--- src/rtl/kp200_pkg.sv ---
// Shared types, constants and helper functions for the Keccak-p[200] permutation.
// No dependencies; used by kp200_round and keccak_p200_permutation.
`default_nettype none
package kp200_pkg;

  localparam int unsigned LaneCount   = 25;
  localparam int unsigned LaneW       = 8;
  localparam int unsigned RoundCntW   = 5;
  localparam int unsigned MaxRoundsDef = 18;
  localparam logic [RoundCntW-1:0] RoundCountRst = 5'd18;

  // Full 25-lane state, lane x+5y at index x+5y.
  typedef logic [LaneCount-1:0][LaneW-1:0] lanes_t;

  // Iota round constants, index 0 upward; unused codes give zero.
  function automatic logic [LaneW-1:0] round_const(input logic [RoundCntW-1:0] idx);
    logic [LaneW-1:0] rc;
    case (idx)
      5'd0:    rc = 8'h01;
      5'd1:    rc = 8'h82;
      5'd2:    rc = 8'h8a;
      5'd3:    rc = 8'h00;
      5'd4:    rc = 8'h8b;
      5'd5:    rc = 8'h01;
      5'd6:    rc = 8'h81;
      5'd7:    rc = 8'h09;
      5'd8:    rc = 8'h8a;
      5'd9:    rc = 8'h88;
      5'd10:   rc = 8'h09;
      5'd11:   rc = 8'h0a;
      5'd12:   rc = 8'h8b;
      5'd13:   rc = 8'h8b;
      5'd14:   rc = 8'h89;
      5'd15:   rc = 8'h03;
      5'd16:   rc = 8'h02;
      5'd17:   rc = 8'h80;
      default: rc = 8'h00;
    endcase
    return rc;
  endfunction

  // Rho rotation offsets per lane (mod 8).
  function automatic int unsigned rho_offset(input int unsigned lane);
    int unsigned r;
    case (lane)
      0: r = 0;  1: r = 1;  2: r = 6;  3: r = 4;  4: r = 3;
      5: r = 4;  6: r = 4;  7: r = 6;  8: r = 7;  9: r = 4;
      10: r = 3; 11: r = 2; 12: r = 3; 13: r = 1; 14: r = 7;
      15: r = 1; 16: r = 5; 17: r = 7; 18: r = 5; 19: r = 0;
      20: r = 2; 21: r = 2; 22: r = 5; 23: r = 0; 24: r = 6;
      default: r = 0;
    endcase
    return r;
  endfunction

  // Rotate a lane left by a constant amount.
  function automatic logic [LaneW-1:0] rotl8(input logic [LaneW-1:0] v,
                                            input int unsigned n);
    logic [2*LaneW-1:0] dbl;
    logic [2*LaneW-1:0] sh;
    dbl = {v, v};
    sh  = dbl >> (LaneW - (n % LaneW));
    return sh[LaneW-1:0];
  endfunction

endpackage
`default_nettype wire

--- src/rtl/kp200_round.sv ---
// One Keccak-p[200] round: theta, rho, pi, chi, iota.
// Depends on kp200_pkg.
`default_nettype none
module kp200_round (
  input  kp200_pkg::lanes_t                    lanes_i,
  input  logic [kp200_pkg::RoundCntW-1:0]      rnd_i,
  output kp200_pkg::lanes_t                    lanes_o
);
  import kp200_pkg::*;

  logic [4:0][LaneW-1:0] col;
  logic [4:0][LaneW-1:0] dif;
  lanes_t                theta;
  lanes_t                pi_out;
  lanes_t                chi_out;

  always_comb begin
    for (int x = 0; x < 5; x++) begin
      col[x] = lanes_i[x] ^ lanes_i[x+5] ^ lanes_i[x+10] ^ lanes_i[x+15] ^ lanes_i[x+20];
    end
    for (int x = 0; x < 5; x++) begin
      dif[x] = rotl8(col[(x+1)%5], 1) ^ col[(x+4)%5];
    end
    for (int x = 0; x < 5; x++) begin
      for (int y = 0; y < 5; y++) begin
        theta[x+5*y] = lanes_i[x+5*y] ^ dif[x];
      end
    end
    // rho + pi: lane (x,y) moves to (y, 2x+3y)
    for (int x = 0; x < 5; x++) begin
      for (int y = 0; y < 5; y++) begin
        pi_out[y + 5*((2*x + 3*y) % 5)] = rotl8(theta[x+5*y], rho_offset(x+5*y));
      end
    end
    for (int y = 0; y < 5; y++) begin
      for (int x = 0; x < 5; x++) begin
        chi_out[x+5*y] = pi_out[x+5*y] ^
                         (~pi_out[((x+1)%5)+5*y] & pi_out[((x+2)%5)+5*y]);
      end
    end
    lanes_o    = chi_out;
    lanes_o[0] = chi_out[0] ^ round_const(rnd_i);
  end

endmodule
`default_nettype wire

--- src/rtl/keccak_p200_permutation.sv ---
// Keccak-p[200] permutation, iterative: one shared round unit, one round per cycle.
// Per transaction: round_count (saturated at MAX_ROUNDS) sets the limit; limit rounds
// pass through the round unit, a last run step finishes, and the done strobe is registered.
// A new transaction is accepted only while idle (busy_o low); busy_o is high in the run state.
// Reset (rst_ni low, async): idle, no strobe, round_count back to 18. State lanes unreset.
// Results are valid only in the done_o cycle; the receiver cannot stall.
`default_nettype none
module keccak_p200_permutation #(
  parameter int unsigned MAX_ROUNDS = kp200_pkg::MaxRoundsDef
) (
  input  logic                              clk_i,
  input  logic                              rst_ni,
  // command channel
  input  logic                              start_i,
  output logic                              busy_o,
  input  logic [63:0]                       state_word_a_i,
  input  logic [63:0]                       state_word_b_i,
  input  logic [63:0]                       state_word_c_i,
  input  logic [7:0]                        state_last_lane_i,
  // result strobe
  output logic                              done_o,
  output logic [63:0]                       result_word_a_o,
  output logic [63:0]                       result_word_b_o,
  output logic [63:0]                       result_word_c_o,
  output logic [7:0]                        result_last_lane_o,
  // configuration write channel (round_count)
  input  logic                              cfg_valid_i,
  output logic                              cfg_ready_o,
  input  logic [kp200_pkg::RoundCntW-1:0]   cfg_round_count_i
);
  import kp200_pkg::*;

  // Round counter only needs to reach the saturated limit.
  localparam int unsigned RndW = (MAX_ROUNDS < 2) ? 1 : $clog2(MAX_ROUNDS + 1);

  typedef enum logic {StIdle, StRun} state_e;

  state_e                state_q, state_d;
  logic                  done_q, done_d;
  logic [RndW-1:0]       rnd_q, rnd_d;
  logic [RndW-1:0]       limit_q, limit_d;
  logic [RoundCntW-1:0]  round_count_q;
  lanes_t                lanes_q, lanes_d;
  lanes_t                round_out;
  logic                  start_acc;

  assign start_acc   = start_i && (state_q == StIdle);
  assign cfg_ready_o = 1'b1;

  // Config register; the host must write only while idle; the block itself does not enforce this.
  always_ff @(posedge clk_i or negedge rst_ni) begin
    if (!rst_ni) begin
      round_count_q <= RoundCountRst;
    end else if (cfg_valid_i && cfg_ready_o) begin
      round_count_q <= cfg_round_count_i;
    end
  end

  // Shared round datapath
  kp200_round u_round (
    .lanes_i (lanes_q),
    .rnd_i   (RoundCntW'(rnd_q)),
    .lanes_o (round_out)
  );

  always_comb begin
    state_d = state_q;
    done_d  = 1'b0;
    rnd_d   = rnd_q;
    limit_d = limit_q;
    lanes_d = lanes_q;
    case (state_q)
      StIdle: begin
        if (start_acc) begin
          lanes_d[7:0]   = state_word_a_i;
          lanes_d[15:8]  = state_word_b_i;
          lanes_d[23:16] = state_word_c_i;
          lanes_d[24]    = state_last_lane_i;
          rnd_d          = '0;
          // saturate the configured count
          if (round_count_q > RoundCntW'(MAX_ROUNDS)) begin
            limit_d = RndW'(MAX_ROUNDS);
          end else begin
            limit_d = RndW'(round_count_q);
          end
          state_d = StRun;
        end
      end
      StRun: begin
        if (rnd_q == limit_q) begin
          done_d  = 1'b1;
          rnd_d   = '0;
          state_d = StIdle;
        end else begin
          lanes_d = round_out;
          rnd_d   = rnd_q + 1'b1;
        end
      end
      default: begin
        state_d = StIdle;
      end
    endcase
  end

  always_ff @(posedge clk_i or negedge rst_ni) begin
    if (!rst_ni) begin
      state_q <= StIdle;
      done_q  <= 1'b0;
      rnd_q   <= '0;
      limit_q <= '0;
    end else begin
      state_q <= state_d;
      done_q  <= done_d;
      rnd_q   <= rnd_d;
      limit_q <= limit_d;
    end
  end

  // State lanes: payload, no reset
  always_ff @(posedge clk_i) begin
    lanes_q <= lanes_d;
  end

  assign busy_o             = (state_q == StRun);
  assign done_o             = done_q;
  // lanes hold during the strobe cycle since the block is idle then
  assign result_word_a_o    = lanes_q[7:0];
  assign result_word_b_o    = lanes_q[15:8];
  assign result_word_c_o    = lanes_q[23:16];
  assign result_last_lane_o = lanes_q[24];

`ifndef SYNTHESIS
  a_done_idle: assert property (@(posedge clk_i) disable iff (!rst_ni)
    done_o |-> !busy_o)
    else $error("done strobe while busy");

  a_start_busy: assert property (@(posedge clk_i) disable iff (!rst_ni)
    (start_i && !busy_o) |=> busy_o)
    else $error("accepted transaction did not start");

  a_rnd_bound: assert property (@(posedge clk_i) disable iff (!rst_ni)
    busy_o |-> (rnd_q <= limit_q))
    else $error("round index past limit");

  a_done_single: assert property (@(posedge clk_i) disable iff (!rst_ni)
    done_o |=> !done_o)
    else $error("repeated done strobe");
`endif

endmodule
`default_nettype wire
--- config.mk ---
export PLATFORM = sky130hd
export DESIGN_NAME = keccak_p200_permutation
export DESIGN_NICKNAME = d
export VERILOG_FILES = /design/src/rtl/kp200_pkg.sv /design/src/rtl/kp200_round.sv /design/src/rtl/keccak_p200_permutation.sv
export SDC_FILE = /design/constraint.sdc
export NUM_CORES = 1
export LEC_CHECK = 0
export BUFFER_PORTS_ARGS = -buffer_cell sky130_fd_sc_hd__buf_2
export CAP_MARGIN = 20
export CORE_UTILIZATION = 50
export DETAILED_ROUTE_END_ITERATION = 7
export GPL_TIMING_DRIVEN = 0
export HOLD_SLACK_MARGIN = 0.03
export PLACE_DENSITY = 0.77
export SETUP_SLACK_MARGIN = 0.15
export SLEW_MARGIN = 10
export SYNTH_ARGS = -nofsm -noshare
export SYNTH_HDL_FRONTEND = slang
export SYNTH_SLANG_ARGS = --single-unit
export TNS_END_PERCENT = 1
--- constraint.sdc ---
create_clock -name clk_i -period 5.45 [get_ports clk_i]
set_input_delay 0.545 -clock clk_i [delete_from_list [all_inputs] [get_ports clk_i]]
set_output_delay 0.545 -clock clk_i [all_outputs]
set_load 0.02 [all_outputs]
* Yosys cells after proc, flatten, opt, wreduce, memory -nomap -nowiden
Memories as Yosys holds them, arrays and structs flattened. Cells that the tools add are included.
Operators by class: $add $sub $neg 1, magnitude comparators 1, equality and inequality tests 3, mux-type cells 12, bitwise operators 127, reductions and logical operators 3
Operator list (count):
- 8-bit bitwise XOR | 76
- 200-bit two-way mux | 2
- 200-bit one-hot mux with 2 select lines | 1
- 8-bit AND | 25
- 8-bit NOT | 25
- 5-bit two-way mux | 3
- 5-bit one-hot mux with 2 select lines | 1
- 5-bit by 1-bit adder with 5-bit output, second input constant | 1
- 5-bit equality test | 1
- 5-bit greater-than comparator, second input constant | 1
- 1-bit two-way mux | 4
- 2-bit != test, second input constant | 2
- 2-bit AND reduction | 2
- 1-bit one-hot mux with 2 select lines | 1
- 1-bit logical AND | 1
- 1-bit NOT | 1
Word-level totals: bits in registers 217, bits in read-only memories 128, output and inout bits 203, logic and storage cells 178, memories kept 1
Memory list:
- (no name shown) | words 32, bits a word 4, read ports 1, clocked after Yosys merged registers in 0, write ports 0, line kp200_pkg.sv:18 | case (idx)

* Logic depth before layout (Yosys ltp)
Gate-level depths: netlist (run 1).
depth in word-level cells 12, gate-level depth with buffers 8, depth with buffers taken out 8

* Hierarchy
A second synthesis (run 1) with hierarchy kept.
Second synthesis, totals: cell total of the unflattened synthesis 1248, area total of the unflattened synthesis 19178.4 µm²
Modules (own cells, without submodules):
- kp200_round | times used 1, cells an instance 753, area each 9963.3 µm², sequential area each 0.0 µm²
- keccak_p200_permutation | times used 1, cells an instance 495, area each 9215.1 µm², sequential area each 6433.7 µm²

* Worst setup path before layout (run 1)
No wires, ideal clock.
kind reg2reg, from register rnd_q[3], to register lanes_q, in the netlist result_last_lane_o[0] (enable), arrival time 4.452 ns, data required time 3.846 ns, setup slack -0.607 ns, cell stages (with the launch flop) 7, buffers on the path 1, period minus slack after synthesis 6.057 ns, cell sequence dfrtp_1 clkbuf_1 xor2_1 nor3_1 nand3_1 nand2_1 nand2_1
Between the ends: cells in the longest elaborated chain, start to end 3
RTL lines:
- start, declared | line keccak_p200_permutation.sv:40 | logic [RndW-1:0] rnd_q, rnd_d;
- start signal, assigned | line keccak_p200_permutation.sv:114 | rnd_q <= rnd_d;
- 5-bit equality test | line keccak_p200_permutation.sv:90 | if (rnd_q == limit_q) begin
- 2-bit != test (no line)
- 2-bit AND reduction (no line)
- end signal, assigned | line keccak_p200_permutation.sv:121 | lanes_q <= lanes_d;
- end, declared | line keccak_p200_permutation.sv:43 | lanes_t lanes_q, lanes_d;
No other way between the ends. A chain may end at the register's enable or synchronous reset.

==> results.toml, run 1 <==
[routing]
post_drt_wl_per_cell_um = 32.9
drt_iter0_drc = 2066
final_antenna_net_count = 0
wirelength_um = 79400
vias = 14600
viasPerCell = 6.06
drc = 0
drtPass1Iterations = 5

[finish]
nNetsFinal = 2145
fillerInstances = 2966
regArea_um2 = 6430
drive_gt1_share_pct = 27.2
insertedDiodeCount = 0
fin_util_pct = 61.6
multi_input_area_um2 = 12000
area_growth_syn_to_layout_pct = 21.0
stdcell_count = 2417
fin_area_um2 = 22600

[placed_design]
post-place-ws_ns = 2.38
dp_hpwl_um = 62700
gp_congestion = 0.994
placed_area_um2 = 21700
dp_cells = 2368
port-buffer-count = 410

[worst_setup_path]
worstPathRequired_ns = 5.70
critPathMaxStageDelay_ns = 0.62
cp_slowest_cell = "xnor3_1"
crit_chain = "xnor3_1 -> xnor2_4 -> xnor3_1 -> nand2b_1 -> xnor2_1 -> a21oi_1"
crit_arrival_ns = 3.42
crit_fanout = 10
cpMostUsedCell = "xnor3_1"
criticalPathCategory = "reg -> reg"
end_kind = "register"
cp-start-kind = "register"

[cts]
clock_sinks = 217
path_clk_slew_ns = 0.06
htree_num_levels = 1
clk_path_buf_depth = 3
cts_resized = 0
clock-root-buffer = "clkbuf_16"
cts_tree = "yes"
cts_buffers = 27
clock_latency_ns = 0.56

[sta]
setup_viol = 0
final-hold-violation-count = 0
worst_slew_pin_slew_ns = 1.21
fin_crit_sh_pct = 58.2
fmax_ghz = 0.315
fin_crit_ns = 3.17
drv_slew = 0
finClkSkew_ns = 0.0160
layout_setup_ws_ns = 2.28
slew_headroom_pct = 19.6
grt_setup_unrepaired = "false"

[synthesis]
postSynthAreaPerCell_um2 = 12.7
synth.cell_area_um2 = 18700
yosysSeqAreaShare_pct = 34.5
syn_inst = 1468
synth_cell_types = 38
synth_ff_type = "edfxtp_1"
ys_warn_count = 0
synth-seq-cells = 217
synth_edf_count = 200
synth_nets = 1682
synth_async_sr_flop_share_pct = 7.83

[global_routing]
grt_max_degree = 92
grt_pass1_wl_um = 108000
grt_pass1_vias = 14200
antenna_found_initial = 1
grtUsageTotal_pct = 41.5
grt-ovfl-total = 0

[floorplan]
die_area_um2 = 38100
core_region_area_um2 = 36700
die_x_um = 195
die_h_um = 195
start_util_pct = 50.9
num_rows = 70
io_pins = 412

[worst_hold_path]
min_path_type = "in -> reg"

[outcome]
status = "complete, no violations"

[run]
maxCapViolCount = 0
final timing paths:
path,endpoint,cells past startpoint,start,slack [ns]
setup / recovery,result_word_a_o[11]$_DFFE_PP_,6,result_word_a_o[62]$_DFFE_PP_,2.28
min in group asynchronous,round_count_q[3]$_DFFE_PN0P_,2,rst_ni,0.45
hold reg to reg,limit_q[0]$_DFFE_PN0P_,2,limit_q[0]$_DFFE_PN0P_,0.51
max in group asynchronous,round_count_q[4]$_DFFE_PN1P_,2,rst_ni,4.69
hold / removal,round_count_q[4]$_DFFE_PN1P_,3,cfg_round_count_i[4],0.22
setup reg to reg,result_word_a_o[11]$_DFFE_PP_,6,result_word_a_o[62]$_DFFE_PP_,2.28
cells in the mapped netlist, types with 3 or more instances:
library cell | instances | area [µm²]
edfxtp_1 | 200 | 6010
inv_1 | 6 | 22.5
nand2_1 | 17 | 63.8
xnor2_4 | 29 | 798
a211oi_1 | 3 | 22.5
dfrtp_1 | 15 | 375
mux2_2 | 6 | 67.6
xnor3_1 | 236 | 5320
xnor2_1 | 243 | 2130
nand2b_1 | 195 | 1220
nor2b_1 | 6 | 37.5
ha_1 | 5 | 62.6
xnor3_2 | 3 | 71.3
clkbuf_1 | 46 | 173
xnor2_2 | 11 | 179
a21oi_1 | 198 | 991
o21ai_0 | 9 | 45.0
xor2_1 | 7 | 61.3
nor2_1 | 206 | 773
nand3_1 | 5 | 25.0
layout by cell type (no fill, tap or decap), types with 29 or more instances in the layout:
cell type    n
nand2b_1   195
edfxtp_1   200
a21oi_1    198
buf_2      410
clkbuf_1    51
clkbuf_16   31
xnor2_4     29
xnor3_1    236
nor2_1     206
xnor2_1    243
per-stage QoR:
step / hold WS [ns] / setup TNS [ns]
6_report: 0.219 / 0
5_1_grt: 0.226 / 0
4_1_cts: 0.214 / 0
3_5_place_dp: 0.487 / 0
3_3_place_gp: 0.476 / -32.68
2_1_floorplan: 0.249 / 0
area by class of cell:
class / count / area share [%]
plain buffers: 50 / 0.930
clock buffers: 38 / 3.59
clock inverters: 9 / 0.332
inverters: 6 / 0.0997
multi-input cells: 1195 / 53.2
flip-flops and latches: 217 / 28.5
well taps: 468 / 2.59
repair buffers: 434 / 10.8
timing repair:
| action | in CTS | in global routing |
|---|---|---|
| hold endpoints to repair | 15 | 0 |
| setup buffers | 0 | 0 |
| hold buffers | 1 | 0 |
flip-flops by register name (all words and copies together) (netlist names):
register / count
result_word_a_o: 64
result_word_b_o: 64
result_word_c_o: 64
result_last_lane_o: 8
limit_q: 5
rnd_q: 5
round_count_q: 5
busy_o: 1
done_o: 1
critical path, delay by kind of cell, from the launching register on:
family                    cells  cell delay [ns]
AOI/OAI and AO/OA             1             0.15
DFF                           1             0.50
xor gates and xnor gates      4             1.97
and+or+nand+nor               1             0.24
layer usage:
metal | GRT usage, % | part of all wire [%] | routed length, µm | up-vias
met5 | 0 | 0.016 | 13 | -
met4 | 20.4 | 5.7 | 4570 | 2
li1 | - | - | - | 6012
met2 | 61.9 | 43 | 34400 | 1195
met1 | 56.0 | 37 | 29300 | 7221
met3 | 11.3 | 14 | 11100 | 214
cell families after synthesis:
logic type | synth area share (%)
compound gates | 5.93
fa+ha+maj | 0.335
buf+inv | 1.24
simple gates | 11.5
xor+xnor | 45.9
mux | 0.549
flops | 34.5
other cells | 0.0201
Power of run 1 is not shown: default switching activity piles up to over one toggle a cycle in this logic, so the estimate is an artifact.
==> inputs of run 2 (changes only) <==
==> constraint.sdc (replaced) <==
create_clock -name clk_i -period 2.9 [get_ports clk_i]
set_input_delay 0.29 -clock clk_i [delete_from_list [all_inputs] [get_ports clk_i]]
set_output_delay 0.29 -clock clk_i [all_outputs]
set_load 0.02 [all_outputs]
==> run 2 against run 1 <==
- flip-flop and latch count unchanged
- non-clock buffer count up 64
- via count up 3.1%
- global-route usage up 0.50 points
- critical endpoint is now result_word_b_o[1]$_DFFE_PP_
- largest cell class unchanged
==> results.toml, run 2 (synthesis gave the netlist of run 1 again) <==
[worst_setup_path]
end_kind = "register"
r2r_start = "result_word_c_o[51]$_DFFE_PP_"
r2r_slack_ns = 0.01
worst-r2r-cell-count = 5
criticalPathCategory = "reg -> reg"
rr_endpoint = "result_word_b_o[1]$_DFFE_PP_"
cp-start-kind = "register"
worstPathRequired_ns = 3.15
crit_fanout = 10
crit_arrival_ns = 3.14

[sta]
finClkSkew_ns = 0.0290
grt_setup_unrepaired = "true"
fin_crit_ns = 2.89
final-hold-violation-count = 0
drv_slew = 0
fmax_ghz = 0.346
setup_viol = 0
layout_setup_ws_ns = 0.0108
worst_slew_pin_slew_ns = 1.34
slew_headroom_pct = 10.8
fin_crit_sh_pct = 99.6
holdWs_ns = 0.0515

[placed_design]
dp_cells = 2364
dp_hpwl_um = 62000
gp_congestion = 1.02
post-place-ws_ns = -0.185
port-buffer-count = 410

[worst_hold_path]
min_to = "limit_q[1]$_DFFE_PN0P_"
worstHoldStart = "start_i"
holdPathStages = 3
min_path_type = "in -> reg"

[routing]
viasPerCell = 6.07
final_antenna_net_count = 0
drtPass1Iterations = 6
drc = 0
post_drt_wl_per_cell_um = 32.6
vias = 15100
wirelength_um = 81000
drt_iter0_drc = 1966

[cts]
path_clk_slew_ns = 0.06
cts_buffers = 28
htree_num_levels = 1
clock-root-buffer = "clkbuf_16"
clock_latency_ns = 0.57
cts_tree = "yes"
clock_sinks = 217
clk_path_buf_depth = 3

[finish]
layout_common_cells = "buf_2 (410), xnor2_1 (232), nor2_1 (206)"
fillerInstances = 2877
stdcell_count = 2487
nNetsFinal = 2212
area_growth_syn_to_layout_pct = 26.5
mostFrequentLayoutCell = "buf_2"
insertedDiodeCount = 0
drive_gt1_share_pct = 32.3

[floorplan]
start_util_pct = 50.9
die_x_um = 195
die_area_um2 = 38100
io_pins = 412
core_region_area_um2 = 36700
die_h_um = 195
num_rows = 70

[global_routing]
grt_max_degree = 52
grt_pass1_wl_um = 109000
grt_pass1_vias = 14500
antenna_found_initial = 1
grt-ovfl-total = 0
grtUsageTotal_pct = 42.0

[outcome]
status = "complete, no violations"

[run]
maxCapViolCount = 0
[run 2: changes by cell type in the layout (fill, tap and decap cells not counted), sizes merged, moves of 2 or more]
cell         change
inv              -3
nand2            +2
clkinv           +7
clkbuf           -4
bufinv           +4
buf             +54
dlygate4sd3      +8
[run 2: final cells by class]
class	count	area, µm²	area share (%)
flip-flops and latches	217	6430	27.2
inverters	6	22.5	0.0954
repair buffers	498	3080	13.0
plain buffers	50	211	0.895
well taps	468	586	2.48
multi-input cells	1197	12300	52.2
clock buffers	33	741	3.14
clock inverters	18	209	0.885
[run 2: repair_timing]
action                                  4_1_cts  5_1_grt
endpoints found under the setup margin      216      237
setup buffers                                34       25
hold endpoints to repair                     23        0
pin swaps                                    12       50
gates cloned                                  3        0
resized for setup                             1       76
hold buffers                                  9        0
[run 2: worst max path at each step]
stage                                             start                            end  slack [ns]  cells past startpoint
after floorplan           result_word_c_o[47]$_DFFE_PP_   result_word_a_o[0]$_DFFE_PP_        0.30                      6
after global placement             rnd_q[3]$_DFFE_PN0P_  result_word_c_o[37]$_DFFE_PP_       -0.25                      6
after detailed placement           rnd_q[3]$_DFFE_PN0P_  result_word_c_o[62]$_DFFE_PP_       -0.19                      7
after CTS                 result_word_c_o[43]$_DFFE_PP_   result_word_a_o[6]$_DFFE_PP_      0.0005                      6
after global routing      result_word_a_o[44]$_DFFE_PP_   result_word_b_o[1]$_DFFE_PP_       -0.03                      5
final                     result_word_c_o[51]$_DFFE_PP_   result_word_b_o[1]$_DFFE_PP_        0.01                      5
[run 2: critical path: stages, from the launching register on]
cell	delay (ns)
edfxtp_1	0.50
xnor3_1	0.53
xnor2_4	0.51
xnor3_1	0.38
xnor2_1	0.44
a21oi_1	0.20
[run 2: metal layers]
layer | vias to the layer above | GRT usage [%] | part of all wire [%]
li1 | 6148 | - | -
met1 | 7372 | 54.9 | 35
met2 | 1328 | 64.0 | 44
met3 | 250 | 11.1 | 14
met4 | 0 | 22.7 | 6.7
met5 | - | 0 | 0
[run 2: metrics by stage]
stage / setup TNS, ns / area, µm² / utilization, %
2_1_floorplan: 0 / 18700 / -
4_1_cts: 0 / 23100 / 62.8
5_1_grt: -0.0557 / 23600 / 64.4
6_report: 0 / 23600 / 64.4
3_3_place_gp: -45.42 / 21300 / 58.1
3_5_place_dp: -18.18 / 21600 / 58.9
Power of run 2 is left out for the same reason.
